File: src/cpvpi_pkg.sv
// ----------------------------------------------------------------------------
// cpvpi_pkg
// Shared types and constants for the cascaded position/velocity PI unit.
// ----------------------------------------------------------------------------
`default_nettype none

package cpvpi_pkg;

  // Outer position loop runs once every OUTER_PERIOD ticks
  localparam logic [2:0] OUTER_PERIOD = 3'd5;

  // Shared divider geometry
  localparam int unsigned DIV_W  = 52;
  localparam int unsigned DIVR_W = 31;
  localparam int unsigned DCNT_W = 6;

  // Configuration register indexes
  typedef enum logic [2:0] {
    CFG_SINGLE_CHANNEL = 3'd0,
    CFG_TICKS_PER_UNIT = 3'd1,
    CFG_TICK_RATE      = 3'd2,
    CFG_POS_GAIN       = 3'd3,
    CFG_SPEED_KP       = 3'd4,
    CFG_SPEED_KI       = 3'd5,
    CFG_SPEED_LIMIT    = 3'd6
  } cfg_idx_e;

  // Sequencer states
  typedef enum logic [3:0] {
    ST_IDLE,
    ST_SPD_MUL,
    ST_SPD_LOAD,
    ST_SPD_DIV,
    ST_SPD_DONE,
    ST_OUT_MUL,
    ST_OUT_DONE,
    ST_ERR,
    ST_AW_DIV,
    ST_INT,
    ST_MQ_LO_W,
    ST_MQ_HI,
    ST_MQ_HI_W,
    ST_MQ_SUM,
    ST_FINISH
  } state_e;

endpackage

`default_nettype wire

File: src/cpvpi_div.sv
// ----------------------------------------------------------------------------
// cpvpi_div
// Unsigned restoring divider, one quotient bit per cycle.
// ----------------------------------------------------------------------------
`default_nettype none

module cpvpi_div (
  input  wire logic                          clk_i,
  input  wire logic                          rst_ni,
  input  wire logic                          start_i,
  input  wire logic [cpvpi_pkg::DIV_W-1:0]   dividend_i,
  input  wire logic [cpvpi_pkg::DIVR_W-1:0]  divisor_i,
  output logic                               done_o,
  output logic [cpvpi_pkg::DIV_W-1:0]        quot_o
);
  import cpvpi_pkg::*;

  localparam logic [DCNT_W-1:0] LastStep = DCNT_W'(DIV_W - 1);

  logic                busy_q;
  logic                done_q;
  logic [DCNT_W-1:0]   cnt_q;
  logic [DIV_W-1:0]    dq_q;
  logic [DIVR_W-1:0]   rem_q;
  logic [DIVR_W-1:0]   dvs_q;
  logic [DIVR_W:0]     rem_sh;
  logic                ge;
  logic [DIVR_W:0]     rem_sub;

  // Trial subtract of the shifted partial remainder
  always_comb begin
    rem_sh  = {rem_q, dq_q[DIV_W-1]};
    ge      = rem_sh >= {1'b0, dvs_q};
    rem_sub = rem_sh - {1'b0, dvs_q};
  end

  // Control: run DIV_W steps after start, pulse done when the quotient is ready
  always_ff @(posedge clk_i or negedge rst_ni) begin
    if (!rst_ni) begin
      busy_q <= 1'b0;
      done_q <= 1'b0;
      cnt_q  <= '0;
    end else begin
      done_q <= busy_q && (cnt_q == LastStep);
      if (start_i) begin
        busy_q <= 1'b1;
        cnt_q  <= '0;
      end else if (busy_q) begin
        if (cnt_q == LastStep) begin
          busy_q <= 1'b0;
        end
        cnt_q <= cnt_q + 1'b1;
      end
    end
  end

  // Datapath: shift dividend out, quotient bits in
  always_ff @(posedge clk_i) begin
    if (start_i) begin
      dq_q  <= dividend_i;
      rem_q <= '0;
      dvs_q <= divisor_i;
    end else if (busy_q) begin
      dq_q  <= {dq_q[DIV_W-2:0], ge};
      rem_q <= ge ? rem_sub[DIVR_W-1:0] : rem_sh[DIVR_W-1:0];
    end
  end

  assign done_o = done_q;
  assign quot_o = dq_q;

endmodule

`default_nettype wire

File: config.mk
export PLATFORM = sky130hd
export DESIGN_NAME = cpvpi_div
export DESIGN_NICKNAME = d
export VERILOG_FILES = /design/src/cpvpi_pkg.sv /design/src/cpvpi_div.sv
export SDC_FILE = /design/constraint.sdc
export NUM_CORES = 1
export LEC_CHECK = 0
export ABC_AREA = 1
export BUFFER_PORTS_ARGS = -buffer_cell sky130_fd_sc_hd__buf_2
export CAP_MARGIN = 40
export CORE_MARGIN = 3
export CORE_UTILIZATION = 50
export CTS_CLUSTER_DIAMETER = 80
export CTS_CLUSTER_SIZE = 16
export DETAILED_ROUTE_END_ITERATION = 12
export PLACE_DENSITY_LB_ADDON = 0.12
export SLEW_MARGIN = 15
export SYNTH_ARGS = -nofsm -noshare
export SYNTH_HDL_FRONTEND = slang
export SYNTH_SLANG_ARGS = --single-unit
File: constraint.sdc
create_clock -name clk_i -period 6.9 [get_ports clk_i]
set_clock_uncertainty 0.2 [all_clocks]
set_input_delay 0.345 -clock clk_i [delete_from_list [all_inputs] [get_ports clk_i]]
set_output_delay 0.345 -clock clk_i [all_outputs]
set_load 0.05 [all_outputs]
Yosys cells after proc, flatten, opt, wreduce, memory -nomap -nowiden
Index checks and enable logic that the tools add are counted.
{"block": "word_totals", "register_bits": 122, "inputBits": 86, "output_inout_bits": 53, "wordCells": 20}
{"block": "op_classes", "add_sub_neg": 2, "magnitude_cmp": 1, "n_eq_ne": 1, "n_mux": 8, "reduce_logical": 2}
{"operator": "52-bit 2-to-1 mux", "count": 2}
{"operator": "32-bit by 31-bit greater-or-equal comparator with 1-bit output", "count": 1}
{"operator": "31-bit 2-to-1 mux", "count": 1}
{"operator": "31-bit subtractor", "count": 1}
{"operator": "6-bit 2-to-1 mux", "count": 2}
{"operator": "6-bit by 1-bit adder with 6-bit output (second input constant)", "count": 1}
{"operator": "6-bit == test (second input constant)", "count": 1}
{"operator": "1-bit 2-to-1 mux", "count": 3}
{"operator": "2-bit nonzero test", "count": 1}
{"operator": "1-bit logical AND", "count": 1}

Depth between registers and ports, before layout
{"block": "logic_depth", "ltp_word": 4, "mapped_depth": 17}

Worst setup path after synthesis
Ideal clock, no wire load.
{"block": "synth_timing", "kind": "input -> register", "start": "input port start_i", "end": "register dq_q[0], in the netlist quot_o[0] (enable)", "setup_time_ps": 438, "t_arrival_ps": 2427, "setup_slack_ps": 3836, "path_stages": 4, "n_path_buf": 2, "cell_sequence": "clkbuf_1 > nor2_1 > inv_1 > clkbuf_1"}
{"block": "synth_via", "elab_chain_len": 1}
{"item": "start: declaration", "line_no": "cpvpi_div.sv:10", "source": "input wire logic start_i,"}
{"item": "2-bit nonzero test (no line)"}
{"item": "end signal: assignment", "line_no": "cpvpi_div.sv:60", "source": "dq_q <= dividend_i;"}
{"item": "end signal: assignment", "line_no": "cpvpi_div.sv:64", "source": "dq_q <= {dq_q[DIV_W-2:0], ge};"}
{"item": "end: declaration", "line_no": "cpvpi_div.sv:23", "source": "logic [DIV_W-1:0] dq_q;"}
No other way between the ends.
A chain may end at the register's enable or synchronous reset.

Worst setup path after layout
{"block": "layout_timing", "start": "register dq_q[51], in the netlist quot_o[51]", "end": "register rem_q[0]"}
{"block": "layout_via", "elab_chain_len": 2, "elab_cells_between_ends": 3, "classes_between": "add/sub (1); order compare (1); mux (1)"}
{"item": "31-bit subtractor / 32-bit by 31-bit greater-or-equal comparator with 1-bit output (equally long branches)", "line_no": "cpvpi_div.sv:34, cpvpi_div.sv:33"}
{"item": "31-bit 2-to-1 mux *", "line_no": "cpvpi_div.sv:65", "source": "rem_q <= ge ? rem_sub[DIVR_W-1:0] : rem_sh[DIVR_W-1:0];"}
{"item": "end signal: assignment", "line_no": "cpvpi_div.sv:65"}
{"item": "end: declaration", "line_no": "cpvpi_div.sv:24", "source": "logic [DIVR_W-1:0] rem_q;"}
Mark *: on every way between the ends. The rest lies on a longest branch, timed or not.

==> flow_metrics.py <==
metrics = {
    "outcome": {
        "outcome": "complete, no violations",
    },
    "yosys": {
        "post_synth_fa_ha_maj_area_fraction": 0.0553,
        "syn-mean-instance-area_sq_um": 7.19,
        "synthTopCellsByArea": "sky130_fd_sc_hd__edfxtp_1 (33%), sky130_fd_sc_hd__nand2_1 (23%), sky130_fd_sc_hd__inv_1 (8.8%)",
        "synth-simple-area-share": 0.356,
        "cell_area_after_synthesis_sq_mm": 0.00761,
        "ys_seq_area_frac": 0.436,
        "synth_compound_gate_area_share": 0.0265,
        "syn_inst": 1058,
        "synthXorXnorAreaFrac": 0.0173,
        "muxShareOfSynthArea": 0,
        "synth_top_area_cell": "sky130_fd_sc_hd__edfxtp_1",
        "synth_nets": 1177,
        "synth_edf_count": 83,
        "combinational_family_with_the_most_area_after_synthesis": "simple AND/OR/NAND/NOR gates",
        "async_reset_ff_frac": 0.0656,
        "ys_dominant_reg_cell": "sky130_fd_sc_hd__edfxtp_1",
        "yosys_synthesis_warning_count": 0,
        "post-synth-top-count-cell": "sky130_fd_sc_hd__nand2_1",
        "post_synth_num_cell_types": 36,
        "ys_top_cells_by_count": "sky130_fd_sc_hd__nand2_1 (467), sky130_fd_sc_hd__inv_1 (179), sky130_fd_sc_hd__edfxtp_1 (83)",
        "yosys_register_bits": 122,
        "yosys.area.top_type_share": 0.328,
    },
    "power": {
        "seq_power_share": 0.277,
        "leakage_uw": 0.00530,
        "pwr-share-clk": 0.264,
        "combinationalPowerShare": 0.459,
        "cell_area_power_density_mw_per_mm2": 369,
        "intPower_uw": 2120,
        "swShare": 0.413,
        "p_switching_uw": 1490,
        "worst_ir_drop_vdd_v": 0.000207,
    },
    "detailed_routing": {
        "dr.pass1.iters": 5,
        "drc": 0,
        "vias_per_cell": 4.92,
        "detailedRoute.firstIterationViolations": 417,
        "detailroute.via_count": 7195,
        "antenna_left": 0,
        "avgRoutedWirePerCell_um": 14.0,
        "drt_wl_total_um": 20400,
    },
    "global_route": {
        "grt_pass1_vias": 6897,
        "grt_first_pass_wirelength_um": 33200,
        "overall_global_routing_resource_usage": 0.252,
        "largest_net_degree_at_the_start_of_global_routing": 60,
        "number_of_antenna_violations_at_the_first_check_in_global_routing": 0,
        "remaining_overflow_grt": 0,
    },
    "cells_and_area": {
        "syn2layout_area_growth_pct": 28.7,
        "final_layout_size_suffix_gt1_frac": 0.158,
        "final.fill_count": 1256,
        "area_of_the_multi_input_gates_sq_mm": 0.00346,
        "register_area_sq_mm": 0.00331,
        "antenna_cells": 0,
        "finish.net_count": 1385,
    },
    "clock_network": {
        "cts-buffers-inserted": 17,
        "clock_sink_count": 122,
        "cts.repair.resized": 0,
        "cts_tree": "yes",
        "htree_num_levels": 4,
        "ctsLongestPathBuffers": 2,
        "clock-root-buffer": "sky130_fd_sc_hd__clkbuf_16",
        "reg_clk_slew_reported_paths_ps": 60,
        "clock_latency_ps": 420,
    },
    "hold_path": {
        "min_delay_worst_endpoint": "quot_o[49]",
        "worstHoldStart": "dividend_i[49]",
        "hold_depth": 3,
        "hold_removal_path_class": "in -> reg",
    },
    "critical_path": {
        "critical_path.reg2reg.startpoint": "quot_o[51]",
        "cp_data_required_time_ps": 6990,
        "reg2regPathDepth": 15,
        "critical_path.endpoint_type": "flip-flop",
        "critical_path_arrival_ps": 3090,
        "critical_path_peak_fanout": 33,
        "r2r_end": "rem_q[0]",
        "path_class": "reg -> reg",
        "reg2reg_setup_slack_ps": 3900,
        "type_of_origin_of_the_critical_path": "flip-flop",
    },
    "sta": {
        "tightest_pin_transition_ps": 657,
        "final_max_slew_viol_count": 0,
        "maxClockFrequency_mhz": 333,
        "timing.final.crit_share": 0.435,
        "totalNegativeSetupSlack_ps": 0,
        "period_needed_ps": 3000,
        "timing.final.setup_violations": 0,
        "finalWorstSetupSlack_ps": 3900,
        "timing.max_slew.rel_slack": 0.561,
        "final_hold_vio_count": 0,
        "setup_repair_after_global_routing_missed_its_margin": "false",
    },
    "die": {
        "core-area_sq_mm": 0.0147,
        "initial_utilization": 0.518,
        "die_h_um": 129,
        "die_width_um": 129,
        "rows": 44,
        "fp.dieArea_sq_mm": 0.0167,
        "boundaryPins": 139,
    },
    "place": {
        "numPortBuffers": 138,
        "place_congestion": 0.960,
        "detailedPlacementHpwl_um": 14000,
        "place_ws_ps": 3880,
    },
    "job": {
        "maxcap_violations": 0,
    },
}
-- power groups by stage --
stage,clock [uW],combinational [uW],sequential (uW)
after detailed placement,0,1570,1010
final,952,1660,1000
after global placement,0,1560,1010
after floorplan,0,1180,1100
after global routing,996,1870,1020
after CTS,962,1620,999
-- repair_timing --
action                                 4_1_cts  5_1_grt
setup buffers                                0        0
endpoints found under the hold margin       79        0
hold buffers                                72        0
-- cells by family after synthesis --
group           Yosys count
compound gates           38
fa+ha+maj                33
flops                   122
buf+inv                 207
simple gates            643
xor+xnor                 15
-- critical path: stages, from the launching register on --
cell and delay [ps]:
sky130_fd_sc_hd__edfxtp_1 340, sky130_fd_sc_hd__inv_1 60, sky130_fd_sc_hd__ha_1 220, sky130_fd_sc_hd__fa_1 410
sky130_fd_sc_hd__inv_1 110, sky130_fd_sc_hd__nand2_1 50, sky130_fd_sc_hd__nand2_1 90, sky130_fd_sc_hd__nand3_1 100
sky130_fd_sc_hd__nand2_2 160, sky130_fd_sc_hd__nand2_2 80, sky130_fd_sc_hd__nand3_2 80, sky130_fd_sc_hd__nand2_4 260
sky130_fd_sc_hd__nand2_4 440, sky130_fd_sc_hd__nand2_1 90, sky130_fd_sc_hd__nand3_1 80, sky130_fd_sc_hd__o21ai_0 80
-- sequential cells by signal, summed over array words and instances, names as in the netlist --
name    flops
busy_q      1
cnt_q       6
done_o      1
dvs_q      31
quot_o     52
rem_q      31
-- layer usage --
| layer | vias to the layer above | GRT usage | part of all wire |
|---|---|---|---|
| met5 | - | 0 | 0 |
| met1 | 3220 | 0.327 | 0.45 |
| met4 | 0 | 0.0679 | 0.015 |
| li1 | 3689 | - | - |
| met2 | 257 | 0.418 | 0.46 |
| met3 | 29 | 0.0684 | 0.075 |
-- placed cells by master, fill, tap and decap left out, types with 13 or more instances in the layout --
master,Yosys,routed
sky130_fd_sc_hd__nor2_1,49,48
sky130_fd_sc_hd__nand2_1,467,467
sky130_fd_sc_hd__clkbuf_16,0,17
sky130_fd_sc_hd__inv_1,179,178
sky130_fd_sc_hd__a21oi_1,17,17
sky130_fd_sc_hd__nand3_1,70,70
sky130_fd_sc_hd__xnor2_1,13,13
sky130_fd_sc_hd__nand3b_1,16,16
sky130_fd_sc_hd__dlygate4sd3_1,0,72
sky130_fd_sc_hd__dfxtp_1,31,31
sky130_fd_sc_hd__edfxtp_1,83,83
sky130_fd_sc_hd__ha_1,32,32
sky130_fd_sc_hd__buf_2,4,137
-- metrics by stage --
stage	cells	hold slack, ps	util	total power, uW	cell area, sq um
after detailed placement	1358	5.10	0.572	2580	8410
after floorplan	1058	-151	-	2280	7610
after CTS	1462	5.06	0.664	3580	9760
after global placement	1358	3.99	0.572	2570	8410
final	1463	24.6	0.666	3610	9790
after global routing	1463	21.2	0.666	3880	9790
-- final cells by class --
class | instances | area share
clock inverter | 12 | 0.0166
tap | 184 | 0.0235
sequential | 122 | 0.338
clock buffer | 20 | 0.0477
inverter | 180 | 0.0691
timing repair buffer | 216 | 0.151
multi-input combinational | 729 | 0.354
-- worst max path at each step --
stage | startpoint | to | depth (start not counted)
CTS | dvs_q[18] | rem_q[16] | 13
detailed placement | dvs_q[18] | rem_q[16] | 13
floorplan | start_i | quot_o[0] | 4
global route | quot_o[51] | rem_q[6] | 15
global placement | dvs_q[18] | rem_q[6] | 13
finish | quot_o[51] | rem_q[0] | 15
(Power assumes the default switching activity.)
